**config.mk**
```make
export PLATFORM = sky130hd
export DESIGN_NAME = fct_ctrl
export DESIGN_NICKNAME = d
export VERILOG_FILES = /design/src/rtl/fct_pkg.sv /design/src/rtl/fct_ctrl.sv
export VERILOG_INCLUDE_DIRS = /design/src /design/src/rtl
export SDC_FILE = /design/constraint.sdc
export NUM_CORES = 1
export LEC_CHECK = 0
export BUFFER_PORTS_ARGS = -buffer_cell sky130_fd_sc_hd__buf_2
export CAP_MARGIN = 30
export CELL_PAD_IN_SITES_DETAIL_PLACEMENT = 1
export CELL_PAD_IN_SITES_GLOBAL_PLACEMENT = 2
export CORE_UTILIZATION = 21
export DETAILED_ROUTE_END_ITERATION = 8
export PLACE_DENSITY = 0.75
export SYNTH_ARGS = -nofsm -noshare
export SYNTH_HDL_FRONTEND = slang
export SYNTH_SLANG_ARGS = --single-unit
```
**constraint.sdc**
```tcl
create_clock -name clk -period 1.5 [get_ports clk]
set_input_delay 0.15 -clock clk [delete_from_list [all_inputs] [get_ports clk]]
set_output_delay 0.15 -clock clk [all_outputs]
set_load 0.1 [all_outputs]
```
**src/rtl/fat16_cluster_table_macros.svh**
```systemverilog
// Assertion macros shared by the cluster table modules.
// Expects clk and rst_n in the scope where a macro is used.
`ifndef FAT16_CLUSTER_TABLE_MACROS_SVH
`define FAT16_CLUSTER_TABLE_MACROS_SVH

// Property must hold on every clock edge outside reset
`define FCT_ASSERT(lbl, prop, msg) \
    lbl: assert property (@(posedge clk) disable iff (!rst_n) prop) else $error(msg);

// Condition must never be seen on a clock edge outside reset
`define FCT_NEVER(lbl, cond, msg) \
    lbl: assert property (@(posedge clk) disable iff (!rst_n) !(cond)) else $error(msg);

`endif

```
**src/rtl/fct_pkg.sv**
```systemverilog
// Shared types and constants for the FAT16 cluster table.
// No dependencies; used by every RTL file of the block but fct_ram.
package fct_pkg;

    // Table geometry
    localparam int TABLE_ENTRIES = 8192;
    localparam int ADDR_W        = $clog2(TABLE_ENTRIES);
    localparam int LINK_W        = 16;
    localparam int CLUSTER_W     = 13;
    localparam int OP_W          = 3;
    localparam int APB_ADDR_W    = 3;
    localparam int APB_DATA_W    = 32;

    // Link codes
    localparam logic [LINK_W-1:0] END_MARK   = 16'hFFFF;
    localparam logic [LINK_W-1:0] MEDIA_MARK = 16'hFFF8;
    localparam logic [LINK_W-1:0] LAST_FLOOR = 16'hFFF8;
    localparam logic [LINK_W-1:0] FREE_LINK  = 16'h0000;

    localparam logic [ADDR_W-1:0]    FIRST_DATA   = ADDR_W'(2);
    localparam logic [ADDR_W-1:0]    LAST_ENTRY   = ADDR_W'(TABLE_ENTRIES - 1);
    localparam logic [CLUSTER_W-1:0] LAST_RESET   = CLUSTER_W'(8152);
    localparam logic [CLUSTER_W-1:0] TOP_CLUSTER  = CLUSTER_W'(TABLE_ENTRIES - 1);

    // Register index (word address bit)
    localparam logic REG_LAST_CLUSTER = 1'b0;

    typedef enum logic [OP_W-1:0] {
        OP_READ  = 3'd0,
        OP_WRITE = 3'd1,
        OP_ALLOC = 3'd2,
        OP_FREE  = 3'd3,
        OP_CLEAR = 3'd4
    } op_t;

    typedef enum logic [2:0] {
        ST_IDLE,
        ST_READ_WAIT,
        ST_WRITE,
        ST_ALLOC_SCAN,
        ST_FREE_CHECK,
        ST_CLEAR,
        ST_DONE
    } state_t;

    typedef enum logic [2:0] {
        PTR_HOLD,
        PTR_CLUSTER,
        PTR_FIRST,
        PTR_INC,
        PTR_LINK,
        PTR_ZERO
    } ptr_sel_t;

    typedef enum logic [1:0] {
        WD_VALUE,
        WD_END,
        WD_ZERO,
        WD_CLEAR
    } wd_sel_t;

    typedef enum logic [1:0] {
        RES_ZERO,
        RES_DATA,
        RES_PTR
    } res_sel_t;

    // Controller to datapath
    typedef struct packed {
        ptr_sel_t ptr_sel;
        logic     rd_en;
        logic     wr_en;
        wd_sel_t  wd_sel;
        logic     value_load;
        logic     res_load;
        res_sel_t res_sel;
        logic     res_full;
        logic     out_load;
    } cmd_t;

    // Datapath to controller
    typedef struct packed {
        logic data_zero;
        logic ptr_at_lim;
        logic lim_small;
        logic cluster_ok;
        logic link_stop;
        logic ptr_last;
        logic slot_busy;
    } sts_t;

endpackage

```
**src/rtl/fct_ctrl.sv**
```systemverilog
// Controller state machine of the cluster table: sequences read, write,
// allocate scan, chain free and clear sweep. Depends on fct_pkg and the macro header.
`include "fat16_cluster_table_macros.svh"

module fct_ctrl (
    input  logic                     clk,
    input  logic                     rst_n,
    input  logic                     item_valid,
    output logic                     item_ready,
    input  logic [fct_pkg::OP_W-1:0] operation,
    output fct_pkg::cmd_t            cmd,
    input  fct_pkg::sts_t            sts
);
    import fct_pkg::*;

    state_t state_reg;
    state_t state_next;
    logic   accept;

    assign accept = item_valid && (state_reg == ST_IDLE);

    // State register
    always_ff @(posedge clk or negedge rst_n)
    begin
        if (!rst_n)
            state_reg <= ST_IDLE;
        else
            state_reg <= state_next;
    end

    // Next state
    always_comb
    begin
        state_next = state_reg;
        case (state_reg)
            ST_IDLE:
            begin
                if (item_valid)
                begin
                    case (op_t'(operation))
                        OP_READ:  state_next = ST_READ_WAIT;
                        OP_WRITE: state_next = ST_WRITE;
                        OP_ALLOC: state_next = sts.lim_small ? ST_DONE : ST_ALLOC_SCAN;
                        OP_FREE:  state_next = sts.cluster_ok ? ST_FREE_CHECK : ST_DONE;
                        OP_CLEAR: state_next = ST_CLEAR;
                        default:  state_next = ST_DONE;
                    endcase
                end
            end
            ST_READ_WAIT: state_next = ST_DONE;
            ST_WRITE:     state_next = ST_DONE;
            ST_ALLOC_SCAN:
            begin
                if (sts.data_zero || sts.ptr_at_lim)
                    state_next = ST_DONE;
            end
            ST_FREE_CHECK:
            begin
                if (sts.link_stop)
                    state_next = ST_DONE;
            end
            ST_CLEAR:
            begin
                if (sts.ptr_last)
                    state_next = ST_DONE;
            end
            ST_DONE:
            begin
                if (!sts.slot_busy)
                    state_next = ST_IDLE;
            end
            default: state_next = ST_IDLE;
        endcase
    end

    // Command outputs
    always_comb
    begin
        item_ready     = (state_reg == ST_IDLE);
        cmd            = '0;
        cmd.ptr_sel    = PTR_HOLD;
        cmd.wd_sel     = WD_ZERO;
        cmd.res_sel    = RES_ZERO;
        case (state_reg)
            ST_IDLE:
            begin
                if (accept)
                begin
                    // Default answer: zero, full only for allocate with no range
                    cmd.res_load   = 1'b1;
                    cmd.res_full   = (op_t'(operation) == OP_ALLOC) && sts.lim_small;
                    cmd.value_load = 1'b1;
                    case (op_t'(operation))
                        OP_READ:
                        begin
                            cmd.ptr_sel = PTR_CLUSTER;
                            cmd.rd_en   = 1'b1;
                        end
                        OP_WRITE: cmd.ptr_sel = PTR_CLUSTER;
                        OP_ALLOC:
                        begin
                            cmd.ptr_sel = PTR_FIRST;
                            cmd.rd_en   = !sts.lim_small;
                        end
                        OP_FREE:
                        begin
                            cmd.ptr_sel = PTR_CLUSTER;
                            cmd.rd_en   = sts.cluster_ok;
                        end
                        OP_CLEAR: cmd.ptr_sel = PTR_ZERO;
                        default:  cmd.ptr_sel = PTR_HOLD;
                    endcase
                end
            end
            ST_READ_WAIT:
            begin
                cmd.res_load = 1'b1;
                cmd.res_sel  = RES_DATA;
            end
            ST_WRITE:
            begin
                cmd.wr_en  = 1'b1;
                cmd.wd_sel = WD_VALUE;
            end
            ST_ALLOC_SCAN:
            begin
                if (sts.data_zero)
                begin
                    cmd.wr_en    = 1'b1;
                    cmd.wd_sel   = WD_END;
                    cmd.res_load = 1'b1;
                    cmd.res_sel  = RES_PTR;
                end
                else if (sts.ptr_at_lim)
                begin
                    cmd.res_load = 1'b1;
                    cmd.res_full = 1'b1;
                end
                else
                begin
                    cmd.ptr_sel = PTR_INC;
                    cmd.rd_en   = 1'b1;
                end
            end
            ST_FREE_CHECK:
            begin
                cmd.wr_en = 1'b1;
                if (!sts.link_stop)
                begin
                    cmd.ptr_sel = PTR_LINK;
                    cmd.rd_en   = 1'b1;
                end
            end
            ST_CLEAR:
            begin
                cmd.wr_en   = 1'b1;
                cmd.wd_sel  = WD_CLEAR;
                cmd.ptr_sel = PTR_INC;
            end
            ST_DONE: cmd.out_load = !sts.slot_busy;
            default: cmd.out_load = 1'b0;
        endcase
    end

    `FCT_ASSERT(a_alloc_hit_done, (state_reg == ST_ALLOC_SCAN && sts.data_zero) |=> (state_reg == ST_DONE), "allocate did not finish on a free entry")
    `FCT_ASSERT(a_clear_walk, (state_reg == ST_CLEAR && !sts.ptr_last) |=> (state_reg == ST_CLEAR), "clear sweep ended early")

endmodule

```
After elaboration in Yosys (flattened, before gate mapping). Cells that the tools add are included.

Register bits: 3. Bits of input ports: 13. Output and inout bits: 14. Word-level logic and storage cells: 58.

Eq/ne operators: 15. Multiplexer cells: 31. Reduce and logical (&&, ||, !) cells: 11.

Operator list (number): $mux 3 (8); $pmux 3 s6 (1); $pmux 3 s5 (1); $eq 3x2->1 const B (4); $eq 3x3->1 const B (4); $mux 4 (3); $pmux 3 s4 (1); $ne 2x2->1 const B (5); $pmux 1 s3 (3); $pmux 3 s3 (1); $eq 3x1->1 const B (2); $logic_not 3->1 (2); $mux 1 (6); $mux 2 (3); $pmux 2 s3 (1); $reduce_or 3->1 (2); $reduce_and 5->1 (1); $pmux 1 s2 (2); $pmux 2 s2 (1); $logic_and 1x1->1 (2); $logic_not 1->1 (2); $reduce_or 2->1 (1); $logic_or 1x1->1 (1).

Logic depth before layout (Yosys ltp). Gate-level depths: netlist of run 1.

Depth after elaboration: 5. Depth in mapped cells: 6. Depth with buffers taken out: 5.

Worst setup path after synthesis of run 1. Ideal clock, no wire load.

Path kind: register to output. From: reg state_reg[0]. To: out cmd[8] in the netlist's numbering. Arrival time: 4.256 ns. Path slack: -2.906 ns. Stages on the path, launching flop included: 5. Cell sequence: dfrtp_1 buf_2 inv_1 o21ai_0 nand2b_1.

RTL lines: from (decl) (line fct_ctrl.sv:16) `state_t state_reg;`; from (signal assigned) (line fct_ctrl.sv:28) `state_reg <= state_next;`; to (decl) (line fct_ctrl.sv:11) `output fct_pkg::cmd_t cmd,`.

==> run metrics, run 1 <==
Tcrit/Tclk final=1.23; Final Wtd Congestion=approximately 0.8; Synth Warn #=0; number of fill cells=248; Syn Nets=81; Relative slew margins=0.792; wire per inst=approximately 15 um; first-iteration detailed-routing DRC count=5; Clock Skew=about 0.65 ps; die area=around 0.0028 sq mm; clock buffer depth=2; first-pass GRT wire length=approximately 3.6 mm; Setup WS pre-CTS=-154 ps; HPWL after detailed placement=roughly 1.7 mm; crit path DAT=~1700 ps; Worst Path Required=1350 ps; post-synth cell types=35; violated checks=setup timing; total routed wirelength=around 2.3 mm; area delta synth->final=159%; CTS H-Tree Depth=1; post-route ant nets=0; crit start category=flop; critical-path maximum fanout=3; total gr overflow=0; leading area contributor after synthesis=dfrtp_1; antenna violations before repair=0; via count=735; asr flop ratio synth=1.00; Total Neg Setup Slack=-3420 ps; Initial Util=0.232; core area=approximately 0.0023 sq mm; top-count cell post-synth=inv_1; RSZ-0062 raised after global routing=true; die height=~53 um; clock slew at reported path FFs=40 ps; vias in the first global route=slightly below 800; Post-route DRC=0; Slew @ Worst Pin=just over 300 ps; P_int=~1.7 mW; drt pass-1 iters=2; combinational fraction of design power=0.905; IO Port Bufs=26; vias per inst=between 4 and 5; Final Cell Area=between 0.001 and 0.0015 sq mm; Ant. Diodes=0; Hold Fails Final Rpt=0; Final Net Count=roughly 140; Setup violations, final=16; Setup WS post-layout=-347 ps; Post-Syn Area=around 540 sq um; Slew Limit Fails=0; Commonest cells post-synth=6 x inv_1, 5 x nor2_1, 4 x a21oi_1; top cells by area, synth=dfrtp_1 14%, a21oi_2 4.9%, ha_1 4.7%; synthesized flop and latch total=3; clock network fraction of total power=0.041; Post-synth EDFFs=0; Clk Tree Root Cell=clkbuf_4; worst vdd ir=approximately 0.0016 V; MaxCap Viol Count=0; outcome=finished with violations; Sink Count=3; cts bufs inserted=3; CP endpoint kind=primary output; Leak=0.554 nW; Peak Freq=approximately 540 MHz; Seq/Total Area, Yosys=0.140; TritonCTS clock tree=built; Die Width=between 50 and 60 um; WS Path Type=flop to primary output; Min Clock Period, post-route=1850 ps; Worst-Skew Late Latency=around 250 ps; pin count of the biggest net entering global routing=11; final hold slack=around 230 ps; synthesized area per cell=slightly above 8 sq um; placed cell area=~0.0012 sq mm; global-route usage over all layers=0.184; Sw Share=0.531; pwr dens=2670 mW/mm^2; max FFs per register=3; Flop pwr share=0.053; ys flop type=dfrtp_1; Yosys top cell area share=0.140; final core occ=0.602; std cell rows=17; IO Count=27; Sw Pwr=about 2.0 mW; layout cells sized above 1=0.805; hold crit path type=input port to asynchronous set/reset pin; Post-Synthesis Cells=66
-- metal layers --
metal / vias up / routed length (um) / GRT usage
met5: - / 0 / 0
met4: 0 / 38 / 0.101
met3: 4 / 112 / 0.0406
met2: 26 / 1260 / 0.342
met1: 350 / 837 / 0.187
li1: 355 / - / -
-- through the flow --
| stage | instances | power (mW) |
|---|---|---|
| 2_1_floorplan | 66 | 1.93 |
| 3_3_place_gp | 139 | 2.93 |
| 3_5_place_dp | 139 | 2.98 |
| 4_1_cts | 146 | 3.48 |
| 5_1_grt | 151 | 3.90 |
| 6_report | 151 | 3.72 |
-- what timing repair did --
item | 4_1_cts | 5_1_grt
resized for setup | 21 | 12
setup buffers | 3 | 5
endpoints found under the setup margin | 16 | 16
hold endpoints to repair | 3 | 0
hold buffers | 1 | 0
pin swaps | 10 | 7
-- path summary, 6_finish.rpt --
path	slack (ps)	startpoint	end	cells after the start
max	-350	state_reg[0]	cmd[1]	5
min	230	rst_n	state_reg[1]	2
max reg2reg	-240	state_reg[2]	state_reg[1]	7
min reg2reg	750	state_reg[2]	state_reg[2]	2
max in group asynchronous	1150	rst_n	state_reg[0]	2
min in group clk	300	operation[0]	state_reg[0]	3
-- layout make-up --
type	instances	area (sq um)	share of cell area
Sequential cell	3	78.8	0.0565
Multi-Input combinational cell	54	616	0.441
Tap cell	28	35.0	0.0251
Clock buffer	4	26.3	0.0188
Timing Repair Buffer	56	607	0.435
Inverter	6	32.5	0.0233
-- cell usage in the layout, fill, tap and decap left out, types with 2 or more instances in the layout --
cell,Yosys,routed
nand3b_1,2,2
ha_4,0,2
clkbuf_4,0,3
a31oi_1,3,2
mux2i_1,2,2
nor2_4,0,2
inv_1,6,2
clkinvlp_4,0,2
buf_12,0,15
dfrtp_2,0,3
nand4b_1,2,2
nand2_1,3,2
buf_2,1,12
nand2b_1,3,2
nand2_2,2,3
a21oi_4,0,5
o21ai_0,3,2
nor4_4,0,2
nor2_1,5,2
o21ai_4,0,2
a21oi_1,4,2
buf_6,2,7
buf_4,0,21
-- critical path: stages (launching register included) --
cell     delay [ps]
dfrtp_2         430
nor3_4          220
nand2_2          80
or3_4           370
o21ai_4         160
buf_12          190
-- kinds of logic (layout without fill, tap and decap cells) --
logic type,Yosys count,after routing,share of synthesized area
muxes,3,3,0.0581
AOI/OAI and AO/OA,20,20,0.291
adders and majority gates,2,2,0.0465
xor gates and xnor gates,1,1,0.0163
DFF,3,3,0.140
and+or+nand+nor,28,28,0.356
buffers and inverters,9,66,0.0930
-- power groups by stage --
stage          clock network (mW)  logic [mW]  registers [mW]
6_report                    0.154        3.37           0.198
5_1_grt                     0.170        3.53           0.206
4_1_cts                     0.160        3.12           0.199
3_5_place_dp                    0        2.78           0.206
3_3_place_gp                    0        2.74           0.197
2_1_floorplan                   0        1.77           0.164
(Power assumes the default switching activity.)
==> inputs of run 2 (changes only) <==
- clock period: 1.5 -> 1.6 ns (I/O delays scaled with it)
==> run 2 against run 1 <==
Net effect: the run still ends with setup timing left; utilization fell by 6.7 points; die area did not move; final cell count fell by 6.0%; register-to-register slack improved by 240 ps; critical path type unchanged; critical endpoint is now cmd[11].
==> run metrics, run 2 (synthesis gave the netlist of run 1 again) <==
post-route ant nets=0; RR Endpoint=state_reg[1]; Clock Skew=roughly 2.3 ps; IO Port Bufs=26; Setup violations, final=12; Sink Count=3; Ant. Diodes=0; Setup WS pre-CTS=-62.0 ps; Worst Path Required=between 1000 and 1500 ps; Relative slew margins=0.784; Slew Limit Fails=0; r2r setup slk=0 ps; vias per inst=~4.8; commonest cells after routing, fill and taps aside=16 x buf_4, 15 x buf_12, 12 x buf_2; Peak Freq=about 540 MHz; antenna violations before repair=0; Slew @ Worst Pin=323 ps; HPWL after detailed placement=around 1.5 mm; total gr overflow=0; final hold slack=261 ps; first-pass GRT wire length=between 3 and 4 mm; worst r2r src=state_reg[1]; hold crit path type=input port to asynchronous set/reset pin; die height=52.6 um; pin count of the biggest net entering global routing=13; via count=~700; MaxCap Viol Count=0; Finished Layout Cells=142; violated checks=setup timing; critical-path maximum fanout=3; number of fill cells=261; CP endpoint kind=primary output; Clk Tree Root Cell=clkbuf_4; Worst-Skew Late Latency=~230 ps; Final Net Count=130; layout cells sized above 1=0.728; Die Width=between 50 and 60 um; Tcrit/Tclk final=1.16; global-route usage over all layers=0.167; RSZ-0062 raised after global routing=true; CTS H-Tree Depth=1; std cell rows=17; Min Clock Period, post-route=1850 ps; Final Wtd Congestion=between 0.7 and 0.8; crit path DAT=approximately 1700 ps; Initial Util=0.232; vias in the first global route=roughly 740; IO Count=27; Post-route DRC=0; die area=between 0.002 and 0.003 sq mm; core area=about 0.0023 sq mm; crit start category=flop; outcome=finished with violations; max FFs per register=3; total routed wirelength=around 2.0 mm; R2R depth=7; clock slew at reported path FFs=around 40 ps; first-iteration detailed-routing DRC count=0; Hold Fails Final Rpt=0; Post-Place Cells=133; WS Path Type=flop to primary output; cts bufs inserted=3; clock buffer depth=2; area delta synth->final=130%; drt pass-1 iters=1; commonest non-fill, non-tap cell in the layout=buf_4; Setup WS post-layout=-251 ps; TritonCTS clock tree=built; wire per inst=between 10 and 15 um
[run 2: changes by cell type in the layout (fill, tap and decap cells not counted), moves of 2 or more]
cell | before | now
ha_4 | 2 | 0
a21oi_2 | 0 | 3
buf_6 | 7 | 3
a21oi_4 | 5 | 2
buf_4 | 21 | 16
ha_1 | 0 | 2
[run 2: area by class of cell]
cell class	instances	area, sq um	share of cell area
multi-input cells	54	544	0.439
repair buffers	47	524	0.423
flip-flops and latches	3	77.6	0.0626
well taps	28	35.0	0.0283
inverters	6	32.5	0.0262
clock buffers	4	26.3	0.0212
[run 2: worst max path at each step]
stage	from	cells past startpoint	slack (ps)	to
4_1_cts	state_reg[0]	5	-260	cmd[11]
3_3_place_gp	state_reg[1]	6	-50	state_reg[1]
5_1_grt	state_reg[1]	6	-320	cmd[9]
3_5_place_dp	state_reg[1]	6	-60	state_reg[1]
2_1_floorplan	state_reg[2]	6	-1280	cmd[10]
6_report	state_reg[2]	5	-250	cmd[11]
[run 2: stage by stage]
step / TNS, ps / instance area [sq um] / utilization
floorplan: -7990 / 636 / -
global placement: -110 / 1100 / 0.476
CTS: -1760 / 1190 / 0.514
global route: -2750 / 1240 / 0.535
detailed placement: -162 / 1100 / 0.476
finish: -1680 / 1240 / 0.535
[run 2: critical path, stage by stage (launching register included)]
cell	delay [ps]
dfrtp_1	410
nor3_4	220
nand2_2	80
or3_4	370
a21oi_4	190
buf_12	190
[run 2: repair_timing]
action | in CTS | in global routing
pin swaps | 5 | 2
hold buffers | 1 | 0
hold endpoints to repair | 3 | 0
resized for setup | 11 | 3
setup endpoints to repair | 14 | 16
setup buffers | 1 | 3
[run 2: per-layer routing]
layer,GRT usage,share of wire,wire [um]
met5,0,0,0
met2,0.302,0.55,1120
met3,0.0290,0.028,57
met4,0.0921,0.0080,16
met1,0.181,0.41,821
Power of run 2 is not shown: default switching activity piles up to over one toggle a cycle in this logic, so the estimate is an artifact.
==> inputs of run 3 (changes only) <==
==> constraint.sdc (replaced) <==
create_clock -name clk -period 1.6 [get_ports clk]
set_input_delay 0.16 -clock clk [delete_from_list [all_inputs] [get_ports clk]]
set_output_delay 0.16 -clock clk [all_outputs]
set_load 0.005 [all_outputs]
==> run 3 against run 2 <==
Net effect: the run still ends with setup timing left; die area stayed put; register-to-register slack hardly changed; count of clock-buffer cells in the layout stayed put; sequential share of layout area is 2.2 points higher; final area is 25% lower; worst setup slack better by 150 ps; worst hold slack worse by 2.7 ps; fmax is 8.8% higher; routed wire length is 2.4% lower; final cell count stayed put; critical path depth stayed put.
==> run metrics, run 3 (synthesis gave the netlist of run 1 again) <==
outcome=finished with violations; violated checks=setup timing; RSZ-0062 raised after global routing=true; die height=about 53 um; Post-route DRC=0; IO Port Bufs=26; hold crit path type=input port to asynchronous set/reset pin; die area=0.00277 sq mm; Slew Limit Fails=0; Post-Place Cells=roughly 130; total gr overflow=0; first-pass GRT wire length=~3.0 mm; Initial Util=0.232; Hold Fails Final Rpt=0; commonest cells after routing, fill and taps aside=26 x buf_2, 16 x buf_4, 5 x inv_1, 5 x nor2_1, 4 x a21oi_2; crit start category=flop; critical-path maximum fanout=4; Setup WS pre-CTS=-7.68 ps; Tcrit/Tclk final=1.06; Relative slew margins=0.782; IO Count=27; TritonCTS clock tree=built; Min Clock Period, post-route=1700 ps; CP endpoint kind=primary output; Worst-Skew Late Latency=240 ps; Final Wtd Congestion=between 0.8 and 0.9; Leak=~0.46 nW; Final Net Count=130; via count=approximately 660; commonest non-fill, non-tap cell in the layout=buf_2; Clk Tree Root Cell=clkbuf_4; std cell rows=17; Peak Freq=~600 MHz; Ant. Diodes=0; max FFs per register=3; drt pass-1 iters=1; global-route usage over all layers=0.148; r2r setup slk=-10 ps; clock buffer depth=2; crit path DAT=about 1500 ps; pin count of the biggest net entering global routing=9; RR Endpoint=state_reg[1]; Finished Layout Cells=142; worst vdd ir=about 0.00084 V; worst r2r src=state_reg[1]; layout cells sized above 1=0.649; vias per inst=~4.7; Die Width=~53 um; pwr dens=1880 mW/mm^2; CTS H-Tree Depth=1; antenna violations before repair=0; Clock Skew=around 2.3 ps; Setup violations, final=6; Worst Path Required=around 1400 ps; Setup WS post-layout=-102 ps; wire per inst=about 14 um; Slew @ Worst Pin=between 300 and 400 ps; area delta synth->final=72.3%; clock slew at reported path FFs=about 40 ps; post-route ant nets=0; Sink Count=3; total routed wirelength=just under 2 mm; WS Path Type=flop to primary output; critical path startpoint=state_reg[1]; cts bufs inserted=3; MaxCap Viol Count=0; HPWL after detailed placement=roughly 1.4 mm; vias in the first global route=between 600 and 700; R2R depth=6; core area=approximately 0.0023 sq mm; first-iteration detailed-routing DRC count=0; final core occ=0.400
==> run 3: cell types whose count changed in the layout (fill, tap and decap cells not counted), sizes merged <==
cell,previous run,this run
clkinvlp,2,0
inv,4,6
==> run 3: how the worst max path moves through the flow <==
stage,end,depth (start not counted)
floorplan,state_reg[1],6
global placement,cmd[11],5
detailed placement,cmd[1],5
CTS,cmd[1],5
global route,cmd[11],5
finish,cmd[1],5
==> run 3: report_power, final <==
part	switching (mW)	internal (mW)
Combinational	0.642	0.778
Clock	0.0499	0.0942
Sequential	0.0572	0.122
==> run 3: what timing repair did <==
item | in CTS | in global routing
setup buffers | 8 | 1
pin swaps | 5 | 3
resized for setup | 11 | 8
hold endpoints to repair | 3 | 0
hold buffers | 1 | 0
endpoints found under the setup margin | 11 | 13
==> run 3: routing by layer <==
layer | global-route usage | routed length [um] | up-vias | part of all wire
met5 | 0 | 0 | - | 0
met4 | 0.0702 | 16 | 0 | 0.0082
met3 | 0.0145 | 84 | 2 | 0.043
met2 | 0.259 | 980 | 22 | 0.50
met1 | 0.179 | 881 | 300 | 0.45
li1 | - | - | 338 | -
==> run 3: area by class of cell <==
type / instances / area (sq um)
Inverter: 6 / 22.5
Fill cell: 300 / 1390
Timing Repair Buffer: 47 / 309
Tap cell: 28 / 35.0
Multi-Input combinational cell: 54 / 455
Sequential cell: 3 / 78.8
Clock buffer: 4 / 26.3
==> run 3: critical path: stages, from the launching register on <==
cell and delay [ps]:
dfrtp_2 440, nor3_4 200, nand2_2 90, or3_4 350
o21ai_2 120, buf_2 120
==> run 3: stage by stage <==
stage | instance area, sq um | power, mW | hold WS, ps | TNS, ps
finish | 927 | 1.74 | 259 | -399
global route | 927 | 1.88 | 251 | -884
CTS | 885 | 1.59 | 257 | -318
detailed placement | 758 | 1.24 | -40.4 | -7.78
global placement | 758 | 1.22 | -43.4 | 0
floorplan | 538 | 0.849 | -136 | 0
